## src/hw/rtl/cst_pkg.sv

```systemverilog
// types, constants and lookup tables for the c subset token scanner
`timescale 1ns / 1ps
`default_nettype none

package cst_pkg;

	localparam int POSITION_BITS_DEF    = 16;
	localparam int MAX_TOKEN_LENGTH_DEF = 255;

	// result queue
	localparam int FIFO_DEPTH = 8;
	localparam int FIFO_AW    = $clog2(FIFO_DEPTH);

	typedef enum logic [2:0] {
		MODE_IDLE   = 3'd0,
		MODE_STRING = 3'd1,
		MODE_WORD   = 3'd2,
		MODE_NUMBER = 3'd3,
		MODE_LT     = 3'd4,
		MODE_GT     = 3'd5,
		MODE_COLON  = 3'd6,
		MODE_HALT   = 3'd7
	} mode_t;

	typedef enum logic [2:0] {
		KIND_STRING  = 3'd0,
		KIND_KEYWORD = 3'd1,
		KIND_LISTED  = 3'd2,
		KIND_IDENT   = 3'd3,
		KIND_NUMBER  = 3'd4,
		KIND_PUNCT   = 3'd5,
		KIND_ERROR   = 3'd6
	} kind_t;

	// punctuator codes that the scanner writes directly
	localparam logic [4:0] PC_LT     = 5'd15;
	localparam logic [4:0] PC_GT     = 5'd16;
	localparam logic [4:0] PC_COLON  = 5'd20;
	localparam logic [4:0] PC_LE     = 5'd25;
	localparam logic [4:0] PC_GE     = 5'd26;
	localparam logic [4:0] PC_NE     = 5'd27;
	localparam logic [4:0] PC_ASSIGN = 5'd28;

	localparam logic [7:0] CH_SPACE = 8'h20;
	localparam logic [7:0] CH_LF    = 8'h0A;
	localparam logic [7:0] CH_QUOTE = 8'h22;
	localparam logic [7:0] CH_LT    = 8'h3C;
	localparam logic [7:0] CH_GT    = 8'h3E;
	localparam logic [7:0] CH_COLON = 8'h3A;
	localparam logic [7:0] CH_EQ    = 8'h3D;
	localparam logic [7:0] CH_NUL   = 8'h00;

	localparam int NUM_NAMES    = 8;
	localparam int NUM_KEYWORDS = 6;
	localparam int NUM_PUNCT    = 25;

	localparam logic [7:0] ALIVE_ALL = 8'hFF;

	// keywords int void if else for return, then listed names main scanf
	localparam logic [7:0] NAME_TEXT [0:NUM_NAMES-1][0:7] = '{
		'{"i", "n", "t", CH_NUL, CH_NUL, CH_NUL, CH_NUL, CH_NUL},
		'{"v", "o", "i", "d", CH_NUL, CH_NUL, CH_NUL, CH_NUL},
		'{"i", "f", CH_NUL, CH_NUL, CH_NUL, CH_NUL, CH_NUL, CH_NUL},
		'{"e", "l", "s", "e", CH_NUL, CH_NUL, CH_NUL, CH_NUL},
		'{"f", "o", "r", CH_NUL, CH_NUL, CH_NUL, CH_NUL, CH_NUL},
		'{"r", "e", "t", "u", "r", "n", CH_NUL, CH_NUL},
		'{"m", "a", "i", "n", CH_NUL, CH_NUL, CH_NUL, CH_NUL},
		'{"s", "c", "a", "n", "f", CH_NUL, CH_NUL, CH_NUL}
	};

	localparam logic [2:0] NAME_LEN [0:NUM_NAMES-1] = '{
		3'd3, 3'd4, 3'd2, 3'd4, 3'd3, 3'd6, 3'd4, 3'd5
	};

	localparam logic [7:0] PUNCT_CHARS [0:NUM_PUNCT-1] = '{
		"[", "]", "(", ")", "{", "}", ".", "&", "*", "+", "-", "~", "!",
		"/", "%", "<", ">", "^", "|", "?", ":", ";", "=", ",", "#"
	};

	typedef struct packed {
		kind_t       kind;
		logic [4:0]  code;
		logic [15:0] start;
		logic [7:0]  length;
	} tok_t;

	typedef struct packed {
		logic valid;
		tok_t tok;
	} slot_t;

	typedef struct packed {
		tok_t tok;
		logic last;
	} entry_t;

	typedef struct packed {
		logic       valid;
		logic [4:0] code;
	} punct_t;

	function automatic punct_t punct_lookup(input logic [7:0] c);
		punct_t p;
		p.valid = 1'b0;
		p.code  = 5'd0;
		for (int k = 0; k < NUM_PUNCT; k++) begin
			if (!p.valid && PUNCT_CHARS[k] == c) begin
				p.valid = 1'b1;
				p.code  = 5'(k);
			end
		end
		return p;
	endfunction

endpackage

`default_nettype wire

```

## src/hw/rtl/c_subset_token_scanner.sv

```systemverilog
// top level of the c subset token scanner: input register, scan logic, result queue
//
// usage: source text enters on the s_ channel, one character per word, with
// s_tdata[7:0] the character code and s_tlast marking the final character of a
// text (pending token is flushed and the offset counter restarts at zero).
// tokens leave on the m_ channel, one token per word; m_tlast marks the last
// token caused by one input character. a character causes zero, one or two
// tokens.
// a character accepted on the s_ channel is held in the input register, scanned
// from there, and its tokens are written into the result queue, whose head is
// offered on the m_ channel.
// throughput: one character per cycle while s_tready is high; the output side
// moves one token per cycle, so characters that give two tokens take two output
// words. the scan state is updated by combinational logic, and s_tready follows
// the free space in the eight-entry result queue.
// when the receiver stalls the queue fills and s_tready drops; nothing is lost.
// reset clears the scan state to idle, the offset to zero and empties the
// queue. after an error the scanner drops all input until reset.
`timescale 1ns / 1ps
`default_nettype none

module c_subset_token_scanner #(
	parameter int POSITION_BITS    = cst_pkg::POSITION_BITS_DEF,
	parameter int MAX_TOKEN_LENGTH = cst_pkg::MAX_TOKEN_LENGTH_DEF
) (
	input  wire logic        clk,
	input  wire logic        arst_n,
	input  wire logic        s_tvalid,
	output logic             s_tready,
	input  wire logic [7:0]  s_tdata,   // [7:0] char_code
	input  wire logic        s_tlast,   // end_of_text
	output logic             m_tvalid,
	input  wire logic        m_tready,
	output logic [31:0]      m_tdata,   // [2:0] kind, [7:3] code, [23:8] start, [31:24] length
	output logic             m_tlast    // last_of_item
);

	import cst_pkg::*;

	localparam int PB   = POSITION_BITS;
	localparam int CW   = $clog2(MAX_TOKEN_LENGTH + 1);
	localparam int CNTW = FIFO_AW + 1;
	localparam int RDYW = CNTW + 1;

	// input register
	logic        valid_s1;
	logic [7:0]  char_s1;
	logic        eot_s1;

	// scan state
	mode_t          mode_q, mode_d;
	logic [PB-1:0]  pos_q, pos_d;
	logic [PB-1:0]  begin_q, begin_d;
	logic [CW-1:0]  cnt_q, cnt_d;
	logic [7:0]     alive_q, alive_d;

	slot_t       slot_a, slot_b, slot_c;
	logic        done;
	logic        is_letter, is_digit;
	logic [4:0]  pair_code;
	logic        pair_hit;
	punct_t      pl;

	entry_t      first_e, second_e;
	logic [1:0]  n_push;

	// result queue
	entry_t              fifo_q [0:FIFO_DEPTH-1];
	logic [FIFO_AW-1:0]  wr_ptr_q, rd_ptr_q;
	logic [CNTW-1:0]     count_q;
	logic                pop;
	entry_t              head;

	function automatic tok_t mk_tok(input kind_t k, input logic [4:0] code,
			input logic [PB-1:0] st, input logic [CW-1:0] n);
		tok_t        t;
		logic [31:0] st_w;
		logic [15:0] n_w;
		st_w     = 32'(st);
		n_w      = 16'(n);
		t.kind   = k;
		t.code   = code;
		t.start  = st_w[15:0];
		t.length = (n_w > 16'd255) ? 8'hFF : n_w[7:0];
		return t;
	endfunction

	function automatic logic [7:0] match_alive(input logic [7:0] al,
			input logic [CW-1:0] idx, input logic [7:0] c);
		logic [7:0] r;
		r = al;
		for (int k = 0; k < NUM_NAMES; k++) begin
			if (16'(idx) >= 16'd8 || NAME_TEXT[k][idx[2:0]] != c)
				r[k] = 1'b0;
		end
		return r;
	endfunction

	// pending token of a word, number or lone punctuator
	function automatic slot_t flush_tok(input mode_t m, input logic [PB-1:0] b,
			input logic [CW-1:0] n, input logic [7:0] al);
		slot_t s;
		logic  found;
		s.valid = 1'b0;
		s.tok   = mk_tok(KIND_IDENT, 5'd0, b, n);
		found   = 1'b0;
		unique case (m)
			MODE_WORD: begin
				s.valid = 1'b1;
				for (int k = 0; k < NUM_NAMES; k++) begin
					if (!found && al[k] && 16'(n) == 16'(NAME_LEN[k])) begin
						found = 1'b1;
						if (k < NUM_KEYWORDS)
							s.tok = mk_tok(KIND_KEYWORD, 5'(k), b, n);
						else
							s.tok = mk_tok(KIND_LISTED, 5'(k - NUM_KEYWORDS), b, n);
					end
				end
			end
			MODE_NUMBER: begin
				s.valid = 1'b1;
				s.tok   = mk_tok(KIND_NUMBER, 5'd0, b, n);
			end
			MODE_LT: begin
				s.valid = 1'b1;
				s.tok   = mk_tok(KIND_PUNCT, PC_LT, b, CW'(1));
			end
			MODE_GT: begin
				s.valid = 1'b1;
				s.tok   = mk_tok(KIND_PUNCT, PC_GT, b, CW'(1));
			end
			MODE_COLON: begin
				s.valid = 1'b1;
				s.tok   = mk_tok(KIND_PUNCT, PC_COLON, b, CW'(1));
			end
			default: ;
		endcase
		return s;
	endfunction

	function automatic logic [CW-1:0] sat_inc(input logic [CW-1:0] n);
		return (n < CW'(MAX_TOKEN_LENGTH)) ? n + CW'(1) : n;
	endfunction

	assign is_letter = (char_s1 >= "a" && char_s1 <= "z") || (char_s1 >= "A" && char_s1 <= "Z");
	assign is_digit  = (char_s1 >= "0" && char_s1 <= "9");
	assign pl        = punct_lookup(char_s1);

	always_comb begin
		pair_hit  = 1'b1;
		pair_code = PC_LE;
		priority if (mode_q == MODE_LT && char_s1 == CH_EQ)
			pair_code = PC_LE;
		else if (mode_q == MODE_GT && char_s1 == CH_EQ)
			pair_code = PC_GE;
		else if (mode_q == MODE_LT && char_s1 == CH_GT)
			pair_code = PC_NE;
		else if (mode_q == MODE_COLON && char_s1 == CH_EQ)
			pair_code = PC_ASSIGN;
		else
			pair_hit = 1'b0;
	end

	// one character of scanning; slot a from the open token, b from a fresh
	// start, c from the end-of-text flush
	always_comb begin
		mode_d  = mode_q;
		begin_d = begin_q;
		cnt_d   = cnt_q;
		alive_d = alive_q;
		pos_d   = pos_q;
		done    = 1'b0;
		slot_a  = '0;
		slot_b  = '0;
		slot_c  = '0;
		if (mode_q != MODE_HALT) begin
			unique case (mode_q)
				MODE_STRING: begin
					cnt_d = sat_inc(cnt_q);
					if (char_s1 == CH_QUOTE) begin
						slot_a.valid = 1'b1;
						slot_a.tok   = mk_tok(KIND_STRING, 5'd0, begin_q, cnt_d);
						mode_d       = MODE_IDLE;
					end
					done = 1'b1;
				end
				MODE_WORD: begin
					if (is_letter || is_digit) begin
						alive_d = match_alive(alive_q, cnt_q, char_s1);
						cnt_d   = sat_inc(cnt_q);
						done    = 1'b1;
					end else begin
						slot_a = flush_tok(mode_q, begin_q, cnt_q, alive_q);
						mode_d = MODE_IDLE;
					end
				end
				MODE_NUMBER: begin
					if (is_digit) begin
						cnt_d = sat_inc(cnt_q);
						done  = 1'b1;
					end else if (is_letter) begin
						slot_a.valid = 1'b1;
						slot_a.tok   = mk_tok(KIND_ERROR, 5'd0, pos_q, CW'(1));
						mode_d       = MODE_HALT;
						done         = 1'b1;
					end else begin
						slot_a = flush_tok(mode_q, begin_q, cnt_q, alive_q);
						mode_d = MODE_IDLE;
					end
				end
				MODE_LT, MODE_GT, MODE_COLON: begin
					if (pair_hit) begin
						slot_a.valid = 1'b1;
						slot_a.tok   = mk_tok(KIND_PUNCT, pair_code, begin_q, CW'(2));
						mode_d       = MODE_IDLE;
						done         = 1'b1;
					end else begin
						slot_a = flush_tok(mode_q, begin_q, cnt_q, alive_q);
						mode_d = MODE_IDLE;
					end
				end
				MODE_IDLE, MODE_HALT: ;
			endcase

			if (!done) begin
				priority if (char_s1 == CH_SPACE || char_s1 == CH_LF) begin
				end else if (char_s1 == CH_QUOTE) begin
					mode_d  = MODE_STRING;
					begin_d = pos_q;
					cnt_d   = CW'(1);
				end else if (is_letter) begin
					alive_d = match_alive(ALIVE_ALL, CW'(0), char_s1);
					mode_d  = MODE_WORD;
					begin_d = pos_q;
					cnt_d   = CW'(1);
				end else if (is_digit) begin
					mode_d  = MODE_NUMBER;
					begin_d = pos_q;
					cnt_d   = CW'(1);
				end else if (char_s1 == CH_LT) begin
					mode_d  = MODE_LT;
					begin_d = pos_q;
					cnt_d   = CW'(1);
				end else if (char_s1 == CH_GT) begin
					mode_d  = MODE_GT;
					begin_d = pos_q;
					cnt_d   = CW'(1);
				end else if (char_s1 == CH_COLON) begin
					mode_d  = MODE_COLON;
					begin_d = pos_q;
					cnt_d   = CW'(1);
				end else if (pl.valid) begin
					slot_b.valid = 1'b1;
					slot_b.tok   = mk_tok(KIND_PUNCT, pl.code, pos_q, CW'(1));
				end else begin
					slot_b.valid = 1'b1;
					slot_b.tok   = mk_tok(KIND_ERROR, 5'd0, pos_q, CW'(1));
					mode_d       = MODE_HALT;
				end
			end

			if (eot_s1 && mode_d != MODE_HALT) begin
				if (mode_d == MODE_STRING) begin
					slot_c.valid = 1'b1;
					slot_c.tok   = mk_tok(KIND_ERROR, 5'd0, begin_d, cnt_d);
					mode_d       = MODE_HALT;
				end else begin
					slot_c = flush_tok(mode_d, begin_d, cnt_d, alive_d);
					mode_d = MODE_IDLE;
				end
			end

			pos_d = eot_s1 ? '0 : pos_q + PB'(1);
		end
	end

	// pack the up to two results in order
	always_comb begin
		first_e.tok   = slot_a.valid ? slot_a.tok : (slot_b.valid ? slot_b.tok : slot_c.tok);
		second_e.tok  = (slot_a.valid && slot_b.valid) ? slot_b.tok : slot_c.tok;
		n_push        = 2'(slot_a.valid) + 2'(slot_b.valid) + 2'(slot_c.valid);
		first_e.last  = (n_push == 2'd1);
		second_e.last = 1'b1;
	end

	// room for the word in the scan stage and for the one being accepted
	assign s_tready = (RDYW'(count_q) + (valid_s1 ? RDYW'(2) : RDYW'(0)))
		<= RDYW'(FIFO_DEPTH - 2);

	assign head     = fifo_q[rd_ptr_q];
	assign m_tvalid = (count_q != '0);
	assign m_tdata  = {head.tok.length, head.tok.start, head.tok.code, head.tok.kind};
	assign m_tlast  = head.last;
	assign pop      = m_tvalid && m_tready;

	always_ff @(posedge clk or negedge arst_n) begin
		if (!arst_n) begin
			valid_s1 <= 1'b0;
			mode_q   <= MODE_IDLE;
			pos_q    <= '0;
			begin_q  <= '0;
			cnt_q    <= '0;
			alive_q  <= ALIVE_ALL;
			wr_ptr_q <= '0;
			rd_ptr_q <= '0;
			count_q  <= '0;
		end else begin
			valid_s1 <= s_tvalid && s_tready;
			if (valid_s1) begin
				mode_q   <= mode_d;
				pos_q    <= pos_d;
				begin_q  <= begin_d;
				cnt_q    <= cnt_d;
				alive_q  <= alive_d;
				wr_ptr_q <= wr_ptr_q + FIFO_AW'(n_push);
			end
			if (pop)
				rd_ptr_q <= rd_ptr_q + FIFO_AW'(1);
			count_q <= count_q + (valid_s1 ? CNTW'(n_push) : CNTW'(0)) - CNTW'(pop);
		end
	end

	always_ff @(posedge clk) begin
		if (s_tvalid && s_tready) begin
			char_s1 <= s_tdata;
			eot_s1  <= s_tlast;
		end
		if (valid_s1 && n_push != 2'd0)
			fifo_q[wr_ptr_q] <= first_e;
		if (valid_s1 && n_push == 2'd2)
			fifo_q[wr_ptr_q + FIFO_AW'(1)] <= second_e;
	end

	a_queue_bound: assert property (@(posedge clk) disable iff (!arst_n)
		count_q <= CNTW'(FIFO_DEPTH))
		else $error("result queue count beyond depth");

	a_push_room: assert property (@(posedge clk) disable iff (!arst_n)
		valid_s1 |-> (RDYW'(count_q) + RDYW'(2)) <= RDYW'(FIFO_DEPTH))
		else $error("scan stage may overflow the result queue");

	a_halt_sticks: assert property (@(posedge clk) disable iff (!arst_n)
		mode_q == MODE_HALT |=> mode_q == MODE_HALT)
		else $error("scanner left the halted mode without reset");

	a_accept_loads: assert property (@(posedge clk) disable iff (!arst_n)
		(s_tvalid && s_tready) |=> valid_s1)
		else $error("accepted word did not reach the scan stage");

endmodule

`default_nettype wire
```

## config.mk

```make
export PLATFORM = sky130hd
export DESIGN_NAME = c_subset_token_scanner
export DESIGN_NICKNAME = d
export VERILOG_FILES = /design/src/hw/rtl/cst_pkg.sv /design/src/hw/rtl/c_subset_token_scanner.sv
export SDC_FILE = /design/constraint.sdc
export NUM_CORES = 1
export LEC_CHECK = 0
export ABC_AREA = 1
export BUFFER_PORTS_ARGS = -buffer_cell sky130_fd_sc_hd__buf_2
export CAP_MARGIN = 10
export CORE_MARGIN = 2
export CORE_UTILIZATION = 50
export DETAILED_ROUTE_END_ITERATION = 6
export PLACE_DENSITY_LB_ADDON = 0.15
export SLEW_MARGIN = 20
export SYNTH_ARGS = -nofsm -noshare
export SYNTH_HDL_FRONTEND = slang
export SYNTH_SLANG_ARGS = --single-unit
```

## constraint.sdc

```tcl
create_clock -name clk -period 4.67 [get_ports clk]
set_clock_uncertainty 0.1 [all_clocks]
set_input_delay 0.934 -clock clk [delete_from_list [all_inputs] [get_ports clk]]
set_output_delay 0.934 -clock clk [all_outputs]
set_load 0.02 [all_outputs]
```

### Word level (Yosys, flattened, before mapping)

Memory sizes are Yosys's and may differ from the RTL's.
Index checks and enable logic that the tools add are counted.
W data, S select, Z words.

| operators by class | value |
|---|---|
| $lt $le $gt $ge | 10 |
| add/subtract/negate cells | 10 |
| reductions and logical operators | 120 |
| bitwise gates (word level) | 1 |
| equality and inequality tests | 73 |
| mux-type cells | 226 |

Operators with widths:

| cell | number |
|---|---|
| $mux W33 | 17 |
| $mux W32 | 17 |
| $mux W8 | 35 |
| $pmux W33 S5 | 1 |
| $mux W6 | 25 |
| $eq A6 B8 Y1 const A | 18 |
| $mux W16 | 9 |
| $pmux W33 S4 | 1 |
| $mux W31 | 4 |
| $pmux W33 S3 | 1 |
| $mux W1 | 91 |
| $logic_and A1 B1 Y1 | 67 |
| $ne A8 B8 Y1 | 8 |
| $mux W3 | 20 |
| $eq A7 B8 Y1 const A | 7 |
| $ne A7 B8 Y1 const A | 7 |
| $eq A8 B3 Y1 const B | 6 |
| $eq A8 B6 Y1 const B | 6 |
| $logic_not A1 Y1 | 38 |
| $eq A8 B2 Y1 const B | 4 |
| $pmux W8 S3 | 1 |
| $eq A3 B3 Y1 const B | 6 |
| $add A16 B1 Y16 const B | 1 |
| $ge A8 B7 Y1 const B | 2 |
| 30 further kinds | 48 |

| storage, ports and cells | value |
|---|---|
| word-level logic and storage cells | 460 |
| memories | 9 |
| memory bits (read-only) | 512 |
| register bits after elaboration | 71 |
| output and inout bits | 35 |
| input bits | 13 |
| bits in writable memories | 264 |

Memory list:

| name | words | bits a word | rd ports | clocked after memory_dff | write ports | line | source |
|---|---|---|---|---|---|---|---|
| fifo_q | 8 | 33 | 1 | 0 | 2 | c_subset_token_scanner.sv:68 | `entry_t fifo_q [0:FIFO_DEPTH-1];` |
| (no name shown) | 8 | 8 | 1 | 0 | 0 | c_subset_token_scanner.sv:93 | `if (16'(idx) >= 16'd8 \|\| NAME_TEXT[k][idx[2:0]] != c)` |
| (no name shown) | 8 | 8 | 1 | 0 | 0 | c_subset_token_scanner.sv:93 |  |
| (no name shown) | 8 | 8 | 1 | 0 | 0 | c_subset_token_scanner.sv:93 |  |
| (no name shown) | 8 | 8 | 1 | 0 | 0 | c_subset_token_scanner.sv:93 |  |
| (no name shown) | 8 | 8 | 1 | 0 | 0 | c_subset_token_scanner.sv:93 |  |
| 3 more memories | - | - | - | - | - | - |  |

### Depth between registers and ports, before layout

| logic depth | value |
|---|---|
| word-level depth | 150 |
| gate-level depth with buffers | 36 |
| depth with buffers taken out | 34 |

### Worst setup path after synthesis

No wires, ideal clock.

| path | value |
|---|---|
| kind | flip-flop to flip-flop |
| start | reg char_s1[3] |
| end | mem fifo_q[1][10] (netlist name), enable pin |
| buffers on the path | 2 |
| period minus slack after synthesis | 5006 ps |
| path slack | -336 ps |
| stages on the path, launching flop included | 32 |
| arrival | 4517 ps |
| path through | edfxtp_1 -> buf_4 -> nand2_1 -> nor2_1 -> nand2_1 -> nand2_1 -> nor2_1 -> nand4_1 -> nor2_1 -> nand4_1 -> nor2_1 -> nand4_1 -> nor2_1 -> nand4_1 -> nor2_1 -> nand4_2 -> nand2_1 -> nand3_1 -> nand2_2 -> inv_2 -> nand2_1 -> o211ai_1 -> fa_1 -> inv_1 -> nor2_1 -> inv_1 -> nor2_1 -> inv_1 -> nor2_1 -> clkbuf_1 -> inv_1 -> nand2_1 |

RTL lines:

| item | line | source |
|---|---|---|
| start: declaration | c_subset_token_scanner.sv:47 | `logic [7:0] char_s1;` |
| start signal: assignment | c_subset_token_scanner.sv:325 | `char_s1 <= s_tdata;` |
| end: declaration | c_subset_token_scanner.sv:68 |  |

==> flow_metrics.py <==
metrics = {
    "global_routing": {
        "grt_pass1_wl_mm": 114.5,
        "grt_max_degree": 68,
        "grt_overflow_total": 0,
        "antenna_found_initial": 0,
        "grt_pass1_vias": 19420,
        "grt.total_usage_pct": 33.76,
    },
    "clock_network": {
        "cts_root_buffer": "clkbuf_16",
        "cts_tree": "yes",
        "clock_path_buffers": 3,
        "cts_buffers": 40,
        "clock_sinks": 335,
        "clkTransAtPathRegs_ns": 0.06,
        "clock_latency_ns": 0.59,
        "cts-htree-levels": 2,
        "cts_hold_buf": 0,
    },
    "critical_path": {
        "r2r_slack_ns": -0.00007,
        "worstRegToRegCells": 31,
        "crit_slowest_cell": "fa_2",
        "cp-startpoint": "char_s1[3]",
        "path_class": "reg -> reg",
        "cp_common_cell": "nand2_1",
        "r2r_end": "fifo_q[5][1]",
        "start_kind": "flip-flop",
        "cp.arrival_ns": 4.86,
        "end_kind": "flip-flop",
        "cpPeakStageDelay_ns": 0.64,
        "crit_path_end": "fifo_q[5][1]",
        "path_max_fanout": 7,
        "rr_startpoint": "char_s1[3]",
        "cp.required_ns": 4.86,
    },
    "pwr": {
        "leakage_nw": 10.57,
        "powerDensity_nw_per_um2": 767.5,
        "ir_drop_uv": 362.0,
        "power_w": 0.01962,
    },
    "routing": {
        "drc_errors": 0,
        "vias": 21360,
        "wirelength_mm": 80.61,
        "firstDrtPassIters": 7,
        "wl_per_cell_um": 23.40,
        "drtIter0Drc": 2727,
        "ant_nets": 0,
        "viasPerCell": 6.199,
    },
    "finish": {
        "multi_input_comb_area_um2": 10490,
        "nets": 2913,
        "diodes": 0,
        "design_area_um2": 25560,
        "nFillCells": 3651,
        "drive_gt1_share_pct": 17.10,
        "regArea_um2": 9684,
        "syn_to_final_growth_pct": 20.02,
    },
    "outcome": {
        "violations": "setup timing",
        "status": "finished, violations left",
    },
    "synth": {
        "yosys_warnings": 0,
        "ys_seq_area_share_pct": 45.45,
        "synth_edf_count": 265,
        "ys_seq_elements": 335,
        "syn-cell-area_um2": 21300,
        "async_reset_ff_share_pct": 18.51,
        "post_synth_num_cell_types": 67,
        "synthCells": 2737,
        "synth_area_per_cell_um2": 7.781,
        "synth_top_flop_cell": "edfxtp_1",
        "syn_nets": 2774,
    },
    "sta": {
        "fin_ws_ns": -0.00006839,
        "hold_viol": 0,
        "max_slew_margin_pct": 25.67,
        "whs_ns": 0.3773,
        "rsz0062_at_grt": "true",
        "fin_crit_sh_pct": 100.0,
        "slew_viol_final": 0,
        "worst_pin_slew_ns": 1.110,
        "setup_viol": 1,
        "period_needed_ns": 4.670,
        "max_clock_freq_mhz": 214.1,
    },
    "place": {
        "place_congestion": 0.9289,
        "placed_area_um2": 22850,
        "place_hpwl_mm": 51.69,
        "port_buffers": 47,
    },
    "die": {
        "core_area_um2": 42040,
        "die_x_um": 210.4,
        "die_y_um": 210.4,
        "start_util_pct": 50.66,
        "dieArea_um2": 44260,
        "rows": 75,
        "ios": 48,
    },
    "run": {
        "maxCapViolations": 0,
    },
    "hold_path": {
        "hold_class": "in -> async",
    },
}
==> power breakdown <==
group	switching [W]	total, W	internal (W)	leakage, nW
clock network	0.00132	0.00310	0.00179	0.615
logic	0.00875	0.0121	0.00331	6.74
registers	0.000368	0.00445	0.00408	3.22
==> timing repair <==
item                                    in CTS  in global routing
setup buffers                                2                 25
endpoints found under the hold margin        0                  0
endpoints found under the setup margin      23                525
gates cloned                                 0                 33
pin swaps                                    0                 43
resized for setup                            0                148
==> worst max-delay path: cells and delay by family (launching register included) <==
kind / cells / cell delay [ns]
AO/OA/AOI/OAI: 1 / 0.12
AND/OR/NAND/NOR: 22 / 2.36
buffers and inverters: 7 / 0.65
adder cells (fa/ha/maj): 1 / 0.64
flip-flops: 1 / 0.50
==> logic make-up after synthesis <==
group | after synthesis | share of synthesized area, %
AOI/OAI and AO/OA | 457 | 12.48
and+or+nand+nor | 1567 | 32.45
buffers and inverters | 328 | 7.038
xor gates and xnor gates | 26 | 1.069
adders and majority gates | 24 | 1.516
DFF | 335 | 45.45
==> synthesized netlist by cell type, types with 9 or more instances <==
library cell,number,share of area [%]
xor2_1,23,0.95
o21ai_1,23,0.54
buf_6,9,0.48
nand4_1,41,1.2
a22o_1,16,0.66
nor3_1,29,0.68
nand3_2,23,1.1
nand3_1,338,7.9
clkbuf_1,90,1.6
o211ai_1,19,0.67
o21ai_0,242,5.7
a31oi_1,42,1.2
nand2_1,686,12
inv_2,16,0.28
edfxtp_1,265,37
a21oi_1,34,0.80
nor2_1,379,6.7
dlygate4sd3_1,17,0.80
nor2_2,12,0.35
dfrtp_1,54,6.3
inv_1,160,2.8
o22ai_1,40,1.2
nand2_2,20,0.59
ha_1,21,1.2
==> stage by stage <==
stage	worst slack, ns	std cells	TNS, ns	util, %
final	-0.00006839	3445	-0.00006839	60.80
after detailed placement	-0.01068	3313	-0.1819	54.34
after global routing	-0.2968	3445	-110.68	60.80
after CTS	-0.003983	3387	-0.008885	57.41
after global placement	0.04090	3313	0	54.34
after floorplan	0.08871	2737	0	-
==> flip-flops by register name, indices dropped and copies added, names as in the netlist <==
signal    cells
rd_ptr_q      3
mode_q        3
valid_s1      1
begin_q      16
fifo_q      264
pos_q        16
alive_q       8
cnt_q         8
wr_ptr_q      3
char_s1       8
count_q       4
eot_s1        1
==> metal layers <==
metal | GRT usage [%] | part of all wire, % | up-vias
li1 | - | - | 9666
met1 | 46.47 | 38 | 9978
met2 | 53.53 | 45 | 1418
met3 | 5.423 | 12 | 295
met4 | 13.55 | 5.1 | 0
met5 | 0 | 0 | -
==> how the worst min path moves through the flow <==
stage	start	to	slack, ns	depth (start not counted)
floorplan	fifo_q[5][0]	fifo_q[5][0]	0.34	2
global placement	fifo_q[0][0]	fifo_q[0][0]	0.36	1
detailed placement	fifo_q[0][0]	fifo_q[0][0]	0.37	1
CTS	fifo_q[0][0]	fifo_q[0][0]	0.38	1
global route	fifo_q[6][0]	fifo_q[6][0]	0.39	2
finish	arst_n	begin_q[8]	0.38	1
==> placed cells by master, fill, tap and decap left out, drive strengths merged, types with 20 or more instances in the layout <==
| cell | netlist | routed |
|---|---|---|
| a21oi | 38 | 38 |
| a31oi | 42 | 42 |
| buf | 27 | 211 |
| clkbuf | 90 | 88 |
| dfrtp | 54 | 54 |
| edfxtp | 265 | 265 |
| ha | 21 | 21 |
| inv | 180 | 178 |
| nand2 | 712 | 712 |
| nand3 | 362 | 362 |
| nand4 | 43 | 43 |
| nor2 | 400 | 400 |
| nor3 | 32 | 32 |
| o211ai | 20 | 20 |
| o21ai | 273 | 273 |
| o22ai | 40 | 40 |
| xor2 | 23 | 23 |
==> area by class of cell <==
| class | count | share of cell area, % |
|---|---|---|
| sequential | 335 | 37.89 |
| clock buffer | 60 | 4.411 |
| multi-input combinational | 2074 | 41.03 |
| timing repair buffer | 239 | 10.49 |
| clock inverter | 12 | 0.5727 |
| tap | 539 | 2.639 |
| inverter | 186 | 2.971 |
Note: power is estimated with default switching activity, not from simulation.
